File: config.mk
export PLATFORM = sky130hd
export DESIGN_NAME = newline_normalizer_top
export DESIGN_NICKNAME = d
export VERILOG_FILES = /design/src/design/nlnorm_pkg.sv /design/src/design/nlnorm_front.sv /design/src/design/nlnorm_queue.sv /design/src/design/nlnorm_back.sv /design/src/design/newline_normalizer_top.sv
export SDC_FILE = /design/constraint.sdc
export NUM_CORES = 1
export LEC_CHECK = 0
export ABC_AREA = 0
export BUFFER_PORTS_ARGS = -buffer_cell sky130_fd_sc_hd__buf_2
export CORE_MARGIN = 2
export CORE_UTILIZATION = 45
export CTS_BUF_LIST = sky130_fd_sc_hd__clkbuf_8
export CTS_CLUSTER_SIZE = 24
export DETAILED_ROUTE_END_ITERATION = 10
export PLACE_DENSITY = 0.62
export REMOVE_ABC_BUFFERS = 1
export SLEW_MARGIN = 20
export SYNTH_ARGS = -nofsm -noshare
export SYNTH_HDL_FRONTEND = slang
export SYNTH_SLANG_ARGS = --single-unit
File: constraint.sdc
create_clock -name clk -period 7 [get_ports clk]
set_input_delay 0.7 -clock clk [delete_from_list [all_inputs] [get_ports clk]]
set_output_delay 0.7 -clock clk [all_outputs]
set_load 0.1 [all_outputs]
File: src/design/nlnorm_pkg.sv
// shared types and constants of the newline normalizer
`timescale 1ns / 1ps
`default_nettype none
package nlnorm_pkg;

  // counter width of the terminator statistics
  localparam int COUNT_WIDTH = 32;
  localparam int CHAR_WIDTH  = 16;
  localparam int QUEUE_DEPTH = 2;

  // character codes
  localparam logic [CHAR_WIDTH-1:0] CH_CR = 16'h000D;
  localparam logic [CHAR_WIDTH-1:0] CH_LF = 16'h000A;

  // newline style codes, also used for the detected style
  localparam logic [1:0] STYLE_LF   = 2'd0;
  localparam logic [1:0] STYLE_CR   = 2'd1;
  localparam logic [1:0] STYLE_CRLF = 2'd2;

  // terminator emitted last and not yet counted
  typedef enum logic [3:0] {
    PEND_NONE = 4'b0001,
    PEND_CR   = 4'b0010,
    PEND_LF   = 4'b0100,
    PEND_CRLF = 4'b1000
  } pend_t;

  // one classified item for the emit side
  typedef struct packed {
    logic [CHAR_WIDTH-1:0] ch;        // first character to emit
    logic                  valid;     // 0 for the empty end marker
    logic                  dual;      // emit CR then LF
    logic                  last;      // last item of the text
    logic [1:0]            detected;  // majority style, 0 unless last
  } cmd_t;

endpackage
`default_nettype wire

File: src/design/nlnorm_front.sv
// front end: accepts characters, tracks terminators and counts, classifies items
`timescale 1ns / 1ps
`default_nettype none
module nlnorm_front (
  input  wire                                logic clk,
  input  wire                                logic rst,
  input  wire                                logic cfg_we,
  input  wire                                logic [1:0] cfg_wdata,
  input  wire                                logic in_valid,
  input  wire                                logic [nlnorm_pkg::CHAR_WIDTH-1:0] in_char,
  input  wire                                logic in_last,
  input  wire                                logic queue_full,
  output logic                               in_ready,
  output logic                               push,
  output nlnorm_pkg::cmd_t                   push_cmd
);

  localparam int CW = nlnorm_pkg::COUNT_WIDTH;

  logic [1:0]              style;
  nlnorm_pkg::pend_t       pend, pend_next;
  logic [CW-1:0]           cr_cnt, lf_cnt, crlf_cnt;
  logic [CW-1:0]           cr_next, lf_next, crlf_next;
  logic                    fresh, bump_cr, bump_lf, bump_crlf;
  logic                    is_cr, is_lf, accept;
  logic [1:0]              majority;

  assign in_ready = !queue_full;
  assign accept   = in_valid && in_ready;
  assign is_cr    = (in_char == nlnorm_pkg::CH_CR);
  assign is_lf    = (in_char == nlnorm_pkg::CH_LF);

  // resolve the pending terminator against the new character
  always_comb begin
    fresh     = 1'b1;
    bump_cr   = 1'b0;
    bump_lf   = 1'b0;
    bump_crlf = 1'b0;
    pend_next = nlnorm_pkg::PEND_NONE;
    unique case (pend)
      nlnorm_pkg::PEND_CR: begin
        if (is_lf) begin
          pend_next = nlnorm_pkg::PEND_CRLF;
          fresh     = 1'b0;
        end else begin
          bump_cr = 1'b1;
        end
      end
      nlnorm_pkg::PEND_LF: begin
        if (is_cr) fresh = 1'b0;
        else       bump_lf = 1'b1;
      end
      nlnorm_pkg::PEND_CRLF: begin
        bump_crlf = 1'b1;
      end
      default: ;
    endcase
    if (fresh && is_cr) pend_next = nlnorm_pkg::PEND_CR;
    if (fresh && is_lf) pend_next = nlnorm_pkg::PEND_LF;
  end

  // saturating counter updates
  assign cr_next   = (bump_cr && cr_cnt != {CW{1'b1}}) ? cr_cnt + CW'(1) : cr_cnt;
  assign lf_next   = (bump_lf && lf_cnt != {CW{1'b1}}) ? lf_cnt + CW'(1) : lf_cnt;
  assign crlf_next = (bump_crlf && crlf_cnt != {CW{1'b1}}) ? crlf_cnt + CW'(1) : crlf_cnt;

  // majority style over the updated counts
  always_comb begin
    priority if (lf_next > crlf_next && lf_next >= cr_next) majority = nlnorm_pkg::STYLE_LF;
    else if (cr_next > lf_next && cr_next > crlf_next)       majority = nlnorm_pkg::STYLE_CR;
    else                                                      majority = nlnorm_pkg::STYLE_CRLF;
  end

  // build the item for the emit side
  always_comb begin
    push_cmd.valid    = 1'b1;
    push_cmd.dual     = 1'b0;
    push_cmd.last     = in_last;
    push_cmd.detected = in_last ? majority : nlnorm_pkg::STYLE_LF;
    push_cmd.ch       = in_char;
    if (fresh && (is_cr || is_lf)) begin
      unique case (style)
        nlnorm_pkg::STYLE_LF: push_cmd.ch = nlnorm_pkg::CH_LF;
        nlnorm_pkg::STYLE_CR: push_cmd.ch = nlnorm_pkg::CH_CR;
        default: begin
          push_cmd.ch   = nlnorm_pkg::CH_CR;
          push_cmd.dual = 1'b1;
        end
      endcase
    end else if (!fresh) begin
      push_cmd.ch    = '0;
      push_cmd.valid = 1'b0;
    end
  end

  assign push = accept && (fresh || in_last);

  // style register
  always_ff @(posedge clk) begin
    if (rst)         style <= nlnorm_pkg::STYLE_CRLF;
    else if (cfg_we) style <= cfg_wdata;
  end

  // terminator state and counters, cleared at the end of a text
  always_ff @(posedge clk) begin
    if (rst) begin
      pend     <= nlnorm_pkg::PEND_NONE;
      cr_cnt   <= '0;
      lf_cnt   <= '0;
      crlf_cnt <= '0;
    end else if (accept) begin
      if (in_last) begin
        pend     <= nlnorm_pkg::PEND_NONE;
        cr_cnt   <= '0;
        lf_cnt   <= '0;
        crlf_cnt <= '0;
      end else begin
        pend     <= pend_next;
        cr_cnt   <= cr_next;
        lf_cnt   <= lf_next;
        crlf_cnt <= crlf_next;
      end
    end
  end

endmodule
`default_nettype wire

File: src/design/nlnorm_queue.sv
// short item queue between the front end and the emit side
`timescale 1ns / 1ps
`default_nettype none
module nlnorm_queue (
  input  wire              logic clk,
  input  wire              logic rst,
  input  wire              logic push,
  input  nlnorm_pkg::cmd_t push_cmd,
  input  wire              logic pop,
  output logic             full,
  output logic             empty,
  output nlnorm_pkg::cmd_t head
);

  localparam int AW = $clog2(nlnorm_pkg::QUEUE_DEPTH);

  nlnorm_pkg::cmd_t entries [nlnorm_pkg::QUEUE_DEPTH];
  logic [AW-1:0]    wr_ptr, rd_ptr;
  logic [AW:0]      count;

  assign full  = (count == (AW+1)'(nlnorm_pkg::QUEUE_DEPTH));
  assign empty = (count == '0);
  assign head  = entries[rd_ptr];

  // storage
  always_ff @(posedge clk) begin
    if (push) entries[wr_ptr] <= push_cmd;
  end

  // pointers and fill count
  always_ff @(posedge clk) begin
    if (rst) begin
      wr_ptr <= '0;
      rd_ptr <= '0;
      count  <= '0;
    end else begin
      if (push) wr_ptr <= wr_ptr + AW'(1);
      if (pop)  rd_ptr <= rd_ptr + AW'(1);
      if (push && !pop)      count <= count + (AW+1)'(1);
      else if (pop && !push) count <= count - (AW+1)'(1);
    end
  end

endmodule
`default_nettype wire

File: src/design/nlnorm_back.sv
// emit side: turns queued items into one or two output transfers
`timescale 1ns / 1ps
`default_nettype none
module nlnorm_back (
  input  wire              logic clk,
  input  wire              logic rst,
  input  wire              logic empty,
  input  nlnorm_pkg::cmd_t head,
  output logic             pop,
  output logic             out_valid,
  input  wire              logic out_ready,
  output logic [nlnorm_pkg::CHAR_WIDTH-1:0] out_char,
  output logic             out_flag,
  output logic             out_run_last,
  output logic             out_text_end,
  output logic [1:0]       out_detected
);

  logic             load;
  logic             second;   // LF half of a CR LF still to send
  nlnorm_pkg::cmd_t held;

  // an item leaves the queue on its first beat, the held copy serves the second
  assign load = !out_valid || out_ready;
  assign pop  = load && !second && !empty;

  // output register and second beat tracking
  always_ff @(posedge clk) begin
    if (rst) begin
      out_valid <= 1'b0;
      second    <= 1'b0;
    end else if (load) begin
      if (second) begin
        out_valid <= 1'b1;
        second    <= 1'b0;
      end else if (!empty) begin
        out_valid <= 1'b1;
        second    <= head.dual;
      end else begin
        out_valid <= 1'b0;
      end
    end
  end

  // payload
  always_ff @(posedge clk) begin
    if (load) begin
      if (second) begin
        out_char     <= nlnorm_pkg::CH_LF;
        out_flag     <= 1'b1;
        out_run_last <= 1'b1;
        out_text_end <= held.last;
        out_detected <= held.detected;
      end else begin
        held         <= head;
        out_char     <= head.ch;
        out_flag     <= head.valid;
        out_run_last <= !head.dual;
        out_text_end <= head.last && !head.dual;
        out_detected <= head.dual ? nlnorm_pkg::STYLE_LF : head.detected;
      end
    end
  end

endmodule
`default_nettype wire

File: src/design/newline_normalizer_top.sv
// Newline normalizer top level: front end, item queue and emit side.
// Inputs pass through the item queue, then the output register.
// Throughput: one input per cycle while the queue is not full. The single
// output register sends one character per cycle while the receiver takes
// it, a CR LF newline as CR and then LF. Reset (synchronous): counters,
// pending terminator, queue and output valid clear; style returns to CR LF.
`timescale 1ns / 1ps
`default_nettype none
module newline_normalizer_top (
  input  wire  logic        clk,
  input  wire  logic        rst,
  input  wire  logic        cfg_we,
  input  wire  logic [1:0]  cfg_wdata,
  input  wire  logic        s_axis_tvalid,
  output logic              s_axis_tready,
  input  wire  logic [15:0] s_axis_tdata,   // char_code[15:0]
  input  wire  logic        s_axis_tlast,   // text_last
  output logic              m_axis_tvalid,
  input  wire  logic        m_axis_tready,
  output logic [23:0]       m_axis_tdata,   // out_char[15:0], run_last[16],
                                            // detected_style[18:17], zero[23:19]
  output logic              m_axis_tuser,   // out_valid
  output logic              m_axis_tlast    // text_end
);

  logic                  push, pop, full, empty;
  nlnorm_pkg::cmd_t      push_cmd, head;
  logic                  d_ready, d_valid;
  logic [15:0]           o_char;
  logic                  o_flag, o_run_last, o_text_end;
  logic [1:0]            o_detected;

  // front end
  nlnorm_front u_front (
    .clk        (clk),
    .rst        (rst),
    .cfg_we     (cfg_we),
    .cfg_wdata  (cfg_wdata),
    .in_valid   (s_axis_tvalid),
    .in_char    (s_axis_tdata),
    .in_last    (s_axis_tlast),
    .queue_full (full),
    .in_ready   (d_ready),
    .push       (push),
    .push_cmd   (push_cmd)
  );

  // item queue
  nlnorm_queue u_queue (
    .clk      (clk),
    .rst      (rst),
    .push     (push),
    .push_cmd (push_cmd),
    .pop      (pop),
    .full     (full),
    .empty    (empty),
    .head     (head)
  );

  // emit side
  nlnorm_back u_back (
    .clk          (clk),
    .rst          (rst),
    .empty        (empty),
    .head         (head),
    .pop          (pop),
    .out_valid    (d_valid),
    .out_ready    (m_axis_tready),
    .out_char     (o_char),
    .out_flag     (o_flag),
    .out_run_last (o_run_last),
    .out_text_end (o_text_end),
    .out_detected (o_detected)
  );

  assign s_axis_tready = d_ready;
  assign m_axis_tvalid = d_valid;
  assign m_axis_tdata  = {5'b0, o_detected, o_run_last, o_char};
  assign m_axis_tuser  = o_flag;
  assign m_axis_tlast  = o_text_end;

`ifndef SYNTHESIS
  // end of text always closes the run of its input
  a_end_closes_run: assert property (@(posedge clk) disable iff (rst)
    m_axis_tvalid && m_axis_tlast |-> m_axis_tdata[16])
    else $error("text end without run end");

  // detected style only shown at the end of a text
  a_style_only_at_end: assert property (@(posedge clk) disable iff (rst)
    m_axis_tvalid && !m_axis_tlast |-> m_axis_tdata[18:17] == nlnorm_pkg::STYLE_LF)
    else $error("detected style outside text end");

  // an open run is always the CR half of a CR LF newline
  a_open_run_is_cr: assert property (@(posedge clk) disable iff (rst)
    m_axis_tvalid && !m_axis_tdata[16] |-> m_axis_tdata[15:0] == nlnorm_pkg::CH_CR)
    else $error("unexpected open run");

  // the queue is never written while full
  a_no_overflow: assert property (@(posedge clk) disable iff (rst)
    push |-> !full)
    else $error("queue overflow");
`endif

endmodule
`default_nettype wire

## After elaboration in Yosys (flattened, before gate mapping)

Memory sizes are Yosys's and may differ from the RTL's. A register that Yosys moved wholly into a read port is not among the register bits.
Cells that the tools add are included.

| storage, ports and cells | value |
|---|---|
| flip-flop bits (word level) | 132 |
| memory bits (writable) | 42 |
| input port bits | 24 |
| output and inout port bits | 28 |
| word-level logic and storage cells | 109 |
| memories | 1 |

Memory list:

| memory | depth | bits a word | read ports | clocked after memory_dff | write ports | line | RTL |
|---|---|---|---|---|---|---|---|
| u_queue.entries | 2 | 21 | 1 | 1 | 1 | nlnorm_queue.sv:17 | `nlnorm_pkg::cmd_t entries [nlnorm_pkg::QUEUE_DEPTH];` |

| operators by class | value |
|---|---|
| add/sub/neg operators | 7 |
| $lt $le $gt $ge | 4 |
| equality and inequality tests | 10 |
| multiplexer cells | 39 |
| bitwise logic cells | 1 |
| reductions and logical operators | 30 |

Operators by type and width:

| kind | number |
|---|---|
| 2-to-1 mux 32 bit | 6 |
| adder 32 x 1 -> 32 bit, second input constant | 3 |
| > comparator 32 bit | 3 |
| inequality test 32 bit, second input constant | 3 |
| equality test 16 x 4 -> 1 bit, second input constant | 2 |
| greater-or-equal comparator 32 bit | 1 |
| 2-to-1 mux 4 bit | 5 |
| 2-to-1 mux 1 bit | 17 |
| 2-to-1 mux 17 bit | 1 |
| 2-to-1 mux 16 bit | 1 |
| logical AND 1 bit | 15 |
| 2-to-1 mux 2 bit | 7 |
| zero test 1 bit | 7 |
| equality test 4 x 2 -> 1 bit, second input constant | 1 |
| equality test 4 x 3 -> 1 bit, second input constant | 1 |
| equality test 4 bit, second input constant | 1 |
| zero test 2 bit | 2 |
| logical OR 1 bit | 3 |
| 2-to-1 mux 3 bit | 1 |
| adder 1 bit, second input constant | 2 |
| adder 2 x 1 -> 2 bit, second input constant | 1 |
| equality test 2 x 1 -> 1 bit, second input constant | 1 |
| equality test 2 bit, second input constant | 1 |
| one-hot mux 1 bit (2 select lines) | 1 |
| other kinds (5) | 5 |

## Depth between registers and ports, before layout

Gate-level depths: netlist (run 1).

| depth | value |
|---|---|
| depth after elaboration | 10 |
| mapped depth | 21 |

## By module

Synthesis (run 1) repeated with hierarchy kept, for this count alone.

| unflattened totals | value |
|---|---|
| cell total of the unflattened synthesis | 1,284 |
| area total of the unflattened synthesis | 11,300.8 µm² |

Modules (own cells, without submodules):

| module | instances | cells each | area an instance (µm²) |
|---|---|---|---|
| nlnorm_front | 1 | 1,129 | 8,562.0 |
| nlnorm_queue | 1 | 87 | 1,715.4 |
| nlnorm_back | 1 | 61 | 974.7 |
| newline_normalizer_top | 1 | 7 | 48.8 |

## Worst setup path after synthesis (run 1)

OpenSTA, ideal clock, no wires.

| timing path | value |
|---|---|
| kind | input to register |
| start | input port s_axis_tdata[5] |
| end | memory u_queue.entries[0][0] (netlist bit) (data pin) |
| arrival time | 4,122 ps |
| data required time | 6,742 ps |
| slack | 2,620 ps |
| stages on the path | 18 |
| path through | nor4b_1 > nand4_1 > o31ai_2 > nor3_1 > and2_0 > and3_1 > clkbuf_1 > nand3_1 > xnor2_1 > ha_1 > nand4_1 > nor2_1 > and3_1 > nand3_1 > or3b_2 > o311ai_1 > o211ai_1 > and3_1 |

RTL lines:

| element | line | RTL |
|---|---|---|
| start, declared | newline_normalizer_top.sv:16 | `input wire logic [15:0] s_axis_tdata,` |
| end, declared | nlnorm_queue.sv:17 |  |

==> results of run 1 <==
==> layout by cell type (no fill, tap or decap), types with 7 or more instances in the layout <==
cell type  synthesis  layout
a22oi_1           43      43
dfxtp_1          109     109
mux2i_1           19      19
nor3_1            27      26
and3_1            23      23
nor4_1            12      12
o21ai_0           70      70
buf_4              6       9
xor2_1            56      56
ha_1              95      95
buf_2              3      45
nor2_1           167     165
nand2b_1           9       8
edfxtp_1          66      66
nand2_1           71      70
and2_1             8       8
a31oi_1            7       7
nand3_1           50      50
nor3b_1            7       7
and4_1            11      11
nand4_1           32      32
clkbuf_8           0      17
or3_1             24      24
xnor2_1           45      45
inv_1             47      47
nor2b_1           16      16
a21o_1            28      28
a21oi_1           80      80
==> worst register-to-register path, cell delays in order, from the launching register on <==
cell and delay, ns:
dfxtp_1 0.35, or4b_1 0.57, o21bai_1 0.38, nor4_1 0.72
and2_1 0.30, nor2b_1 0.38, nand4_1 0.22, xnor2_1 0.27
inv_1 0.07, ha_1 0.30, nand4_1 0.16, nor2_1 0.21
and3_1 0.21, nand4_1 0.21, nor3_1 0.32, nor3_1 0.09
o31ai_1 0.10, o211ai_1 0.17, and3_1 0.22
==> layer usage <==
metal  wire length, um  vias up  GRT usage
met3              1580       40     0.0352
met4               626        0     0.0706
met5                 0        -          0
met2             12900      272      0.354
li1                  -     4576          -
met1             13900     4370      0.318
==> cell families after synthesis <==
kind of cell | after synthesis | share of synthesized area
multiplexers | 26 | 0.0247
adder cells (fa/ha/maj) | 99 | 0.110
AO/OA/AOI/OAI | 266 | 0.148
XOR/XNOR | 101 | 0.0793
AND/OR/NAND/NOR | 480 | 0.217
buffers and inverters | 134 | 0.0474
flip-flops | 175 | 0.373
other | 1 | 0.000336
==> layout make-up <==
type	count	area, um2
clock inverters	15	183
clock buffers	17	234
repair buffers	54	293
inverters	48	180
multi-input cells	977	6510
fillers	2316	12400
well taps	324	405
flip-flops and latches	175	4160
==> state kept, by name (all words and copies together), names as in the netlist, 2 cells and up, named ones only <==
| name | count |
|---|---|
| u_front.pend | 4 |
| u_back.held | 3 |
| u_queue.count | 2 |
| u_front.style | 2 |
| u_front.crlf_cnt | 32 |
| u_queue.entries | 42 |
| u_back.out_char | 16 |
| u_back.out_detected | 2 |
| u_front.cr_cnt | 32 |
| u_front.lf_cnt | 32 |
==> worst paths after layout <==
| kind | start | endpoint | slack, ns | depth (start not counted) |
|---|---|---|---|---|
| worst max register to register | u_front.pend[0] | u_queue.entries[0][0] | 1.51 | 18 |
| worst max-delay path | u_front.pend[0] | u_queue.entries[0][0] | 1.51 | 18 |
| worst min-delay path | s_axis_tdata[5] | u_queue.entries[1][10] | 0.42 | 1 |
| worst min register to register | u_front.cr_cnt[30] | u_front.cr_cnt[30] | 0.48 | 2 |
==> power by group through the flow <==
| stage | Combinational [W] | Sequential, W | Clock [W] |
|---|---|---|---|
| after floorplan | 0.000254 | 0.00173 | 0 |
| after global placement | 0.000906 | 0.00127 | 0 |
| after detailed placement | 0.000910 | 0.00127 | 0 |
| after CTS | 0.000911 | 0.00125 | 0.000764 |
| after global routing | 0.000955 | 0.00126 | 0.000802 |
| final | 0.000907 | 0.00125 | 0.000753 |
==> through the flow <==
stage | setup slack [ns] | hold WS, ns
CTS | 1.56 | 0.389
detailed placement | 1.28 | 0.452
floorplan | 2.61 | 0.426
global route | 1.15 | 0.382
global placement | 1.38 | 0.440
finish | 1.51 | 0.415
==> flow_metrics.tcl, run 1 <==
set metrics [dict create \
    cts_root_buffer "clkbuf_8" \
    ys_top_cells_by_count "nor2_1 (167), dfxtp_1 (109), ha_1 (95)" \
    vdd_drop_max_mv 0.243 \
    pwr_density_cell_nw_per_um2 243 \
    synth_area_leaders "dfxtp_1 (20%), edfxtp_1 (18%), ha_1 (11%)" \
    htreeDepth 4 \
    fp.dieH_um 161 \
    stdcell_area_um2 12000 \
    cts_buffer_depth 2 \
    post_cts_resize_count 0 \
    final.period_utilization 0.785 \
    slowest_delay_ns 0.71 \
    dp_hpwl_um 20800 \
    nNetsFinal 1392 \
    finalHoldViolations 0 \
    cts_setup_buffers 0 \
    path_buf_inv 1 \
    synth.distinct_cells 68 \
    synth_top_area_frac 0.196 \
    clk_latency_ns 0.49 \
    drt_drc_violations_left 0 \
    start_util 0.459 \
    switchingPower_w 0.00127 \
    grt_first_pass_wirelength_um 46600 \
    post_drt_wl_per_cell_um 18.0 \
    worstSetupPathType "flip-flop to flip-flop" \
    drive_gt1_frac 0.0871 \
    synth-seq-cells 175 \
    grt-ovfl-total 0 \
    cts_tree "built" \
    cpMostUsedCell "nand4_1" \
    critical_path_required_ns 7.23 \
    syn_to_final_growth_pct 7.22 \
    power_frac_comb 0.312 \
    num_antenna_cells 0 \
    cp_slowest_cell "nor4_1" \
    hold_path_class "input port to flip-flop" \
    synth_edf_count 66 \
    p_clk_frac 0.259 \
    cp_max_fo 8 \
    setup_tns_ns 0 \
    finalPower_w 0.00291 \
    cts_sinks 175 \
    port-buffer-count 46 \
    die_x_um 161 \
    dp_cells 1578 \
    crit_arrival_ns 5.73 \
    synth_area_per_cell_um2 8.71 \
    gp_congestion 0.915 \
    crit_path_end_kind "flip-flop" \
    yosys_warnings 0 \
    drv_cap 0 \
    yosysTopAreaCell "dfxtp_1" \
    cp_cell_sequence "or4b_1 -> o21bai_1 -> nor4_1 -> and2_1 -> nor2b_1 -> nand4_1 -> xnor2_1 -> inv_1 -> ha_1 -> nand4_1 -> nor2_1 -> and3_1 -> nand4_1 -> nor3_1 -> nor3_1 -> o31ai_1 -> o211ai_1 -> and3_1" \
    synth.most_common_cell "nor2_1" \
    coreArea_um2 24300 \
    vias 9258 \
    slew_viol_final 0 \
    dieArea_um2 26100 \
    via_per_inst 5.75 \
    fmaxAchievable_mhz 182 \
    slew_headroom 0.330 \
    synthesis.area_um2 11200 \
    internal-power_w 0.00164 \
    num_io_pins 52 \
    p_leak_nw 4.79 \
    path_clk_slew_ns 0.12 \
    worstMarginPinSlew_ns 1.01 \
    p_seq_frac 0.429 \
    post-route-util 0.492 \
    grt_pass1_vias 8677 \
    fin_skew_ns 0.0213 \
    antenna_found_initial 0 \
    stdcell_count 1610 \
    grt_usage 0.225 \
    path_delay_family "simple AND/OR/NAND/NOR gates" \
    synth-seq-area-share 0.373 \
    synthArstFlopShare 0 \
    rsz0062_at_grt "false" \
    post_dp_cell_area_um2 11500 \
    grt_start_max_net_pins 77 \
    final_antenna_net_count 0 \
    drtIter0Drc 812 \
    final-setup-viol-count 0 \
    wl_um 29000 \
    syn_inst 1282 \
    synthFlopType "dfxtp_1" \
    cp-start-kind "flip-flop" \
    fin_crit_ns 5.49 \
    drtPass1Iterations 5 \
    holdBufCountCts 0 \
    status "finished clean" \
    rows 57 \
    cts_buffers 17 \
    p_sw_frac 0.436 \
]
Power figures use the tool's default switching activity.
==> run 2, diff against run 1 <==
--- a/config.mk
+++ b/config.mk
@@ -12,7 +12,7 @@
 export CTS_BUF_LIST = sky130_fd_sc_hd__clkbuf_8
 export CTS_CLUSTER_SIZE = 24
 export DETAILED_ROUTE_END_ITERATION = 10
-export PLACE_DENSITY = 0.62
+export PLACE_DENSITY = 0.65
 export REMOVE_ABC_BUFFERS = 1
 export SLEW_MARGIN = 20
 export SYNTH_ARGS = -nofsm -noshare
==> constraint.sdc (replaced) <==
create_clock -name clk -period 4.7 [get_ports clk]
set_input_delay 0.47 -clock clk [delete_from_list [all_inputs] [get_ports clk]]
set_output_delay 0.47 -clock clk [all_outputs]
set_load 0.1 [all_outputs]
==> flow_metrics.tcl, run 2 (synthesis results as in run 1) <==
set metrics [dict create \
    status "finished clean" \
    cp_num_cells 20 \
    grt_start_max_net_pins 76 \
    p_sw_frac 0.431 \
    crit_path_start "u_front.crlf_cnt[1]" \
    layout_common_cells "nor2_1 (162), buf_4 (156), dfxtp_1 (109)" \
    reg2reg_from "u_front.crlf_cnt[1]" \
    crit_arrival_ns 4.85 \
    crit_end "u_queue.entries[1][1]" \
    setup_tns_ns 0 \
    register_area_um2 4160 \
    fin_crit_ns 4.53 \
    p_leak_nw 5.65 \
    grt-ovfl-total 0 \
    dp_hpwl_um 21700 \
    worstMarginPinSlew_ns 1.02 \
    antenna_found_initial 0 \
    slew_viol_final 0 \
    cts_root_buffer "clkbuf_8" \
    drive_gt1_frac 0.213 \
    vias 9847 \
    critical_path_required_ns 5.02 \
    path_buf_inv 2 \
    die_x_um 161 \
    start_util 0.459 \
    dp_slack_ns -0.223 \
    hold_path_class "input port to flip-flop" \
    fin_skew_ns 0.0208 \
    port-buffer-count 46 \
    grt_first_pass_wirelength_um 48700 \
    drtPass1Iterations 5 \
    path_delay_family "simple AND/OR/NAND/NOR gates" \
    gp_congestion 0.920 \
    path_clk_slew_ns 0.12 \
    cp_max_fo 4 \
    rrSetupSlack_ns 0.17 \
    final_common_cell "nor2_1" \
    finalPower_w 0.00430 \
    cp_cell_sequence "ha_1 -> nand2_1 -> or4_4 -> nor4_4 -> buf_6 -> nor3b_1 -> nand3_1 -> buf_4 -> nor2_1 -> xnor2_1 -> ha_1 -> a21o_1 -> a21o_1 -> a21oi_2 -> o221ai_1 -> and3_1 -> nor4b_2 -> o311ai_1 -> o211ai_1 -> a21boi_2" \
    n_fill_cell 2166 \
    power_frac_comb 0.315 \
    post_drt_wl_per_cell_um 17.1 \
    fmaxAchievable_mhz 221 \
    drt_drc_violations_left 0 \
    p_clk_frac 0.253 \
    syn_to_final_growth_pct 19.7 \
    grt_usage 0.233 \
    cts_buffer_depth 2 \
    worstSetupPathType "flip-flop to flip-flop" \
    r2r-end "u_queue.entries[1][1]" \
    num_io_pins 52 \
    final-setup-viol-count 0 \
    switchingPower_w 0.00186 \
    via_per_inst 5.60 \
    crit_path_end_kind "flip-flop" \
    rows 57 \
    multiInputGateArea_um2 6790 \
    stdcell_area_um2 13400 \
    reg2reg_depth 20 \
    fin_ws_ns 0.168 \
    dieArea_um2 26100 \
    clk_latency_ns 0.48 \
    post_dp_cell_area_um2 12600 \
    htreeDepth 4 \
    vdd_drop_max_mv 0.405 \
    cts_sinks 175 \
    grt_pass1_vias 9348 \
    cp-start-kind "flip-flop" \
    drtIter0Drc 764 \
    fp.dieH_um 161 \
    final_antenna_net_count 0 \
    largest-register "u_queue.entries" \
    cts_buffers 17 \
    pwr_density_cell_nw_per_um2 322 \
    slew_headroom 0.320 \
    p_seq_frac 0.432 \
    nNetsFinal 1540 \
    slowest_delay_ns 0.59 \
    finalHoldViolations 0 \
    coreArea_um2 24300 \
    cp_slowest_cell "or4_4" \
    internal-power_w 0.00245 \
    drv_cap 0 \
    holdBufCountCts 0 \
    wl_um 30100 \
    cts_tree "built" \
    num_antenna_cells 0 \
    final.period_utilization 0.964 \
    largest_register_ffs 42 \
]
[run 2: changes by cell type in the layout (fill, tap and decap cells not counted), moves of 4 or more]
cell / delta
buf_4: +147
nor3_1: -9
nor3_2: +7
nor2_2: +4
nor3b_1: -4
nor4_1: -4
xor2_1: -4
xor2_2: +4
[run 2: final cells by class]
class | count | area share
Inverter | 48 | 0.0135
Clock buffer | 17 | 0.0175
Timing Repair Buffer | 202 | 0.105
Sequential cell | 175 | 0.312
Tap cell | 324 | 0.0303
Clock inverter | 15 | 0.0135
Multi-Input combinational cell | 977 | 0.508
[run 2: per-layer routing]
metal	vias to the layer above	share of wire	routed length, um	GRT usage
met5	-	0	0	0
met4	0	0.021	645	0.0653
met3	36	0.063	1900	0.0372
met2	296	0.46	13900	0.380
met1	4653	0.46	13700	0.319
li1	4862	-	-	-
[run 2: worst min-delay path by stage]
| stage | cells after the start | start | endpoint |
|---|---|---|---|
| 6_report | 1 | s_axis_tdata[5] | u_queue.entries[1][10] |
| 5_1_grt | 1 | s_axis_tdata[5] | u_queue.entries[1][10] |
| 4_1_cts | 1 | s_axis_tdata[5] | u_queue.entries[1][10] |
| 3_5_place_dp | 2 | u_front.cr_cnt[30] | u_front.cr_cnt[30] |
| 3_3_place_gp | 2 | u_front.cr_cnt[30] | u_front.cr_cnt[30] |
| 2_1_floorplan | 2 | u_front.cr_cnt[30] | u_front.cr_cnt[30] |
[run 2: power by group through the flow]
stage / logic [W] / clock network [W] / registers [W]
floorplan: 0.000379 / 0 / 0.00258
global placement: 0.00135 / 0 / 0.00189
detailed placement: 0.00136 / 0 / 0.00189
CTS: 0.00136 / 0.00111 / 0.00186
global route: 0.00144 / 0.00117 / 0.00188
finish: 0.00136 / 0.00109 / 0.00186
[run 2: stage by stage]
stage	utilization	hold WS, ns	instances
final	0.549	0.185	1758
after global routing	0.549	0.163	1758
after CTS	0.536	0.163	1751
after detailed placement	0.518	0.447	1719
after global placement	0.518	0.443	1719
after floorplan	-	0.426	1200
[run 2: what timing repair did]
action	CTS	global route
gates resized for setup	5	52
pin swaps	0	20
setup buffers	0	7
setup endpoints to repair	4	4
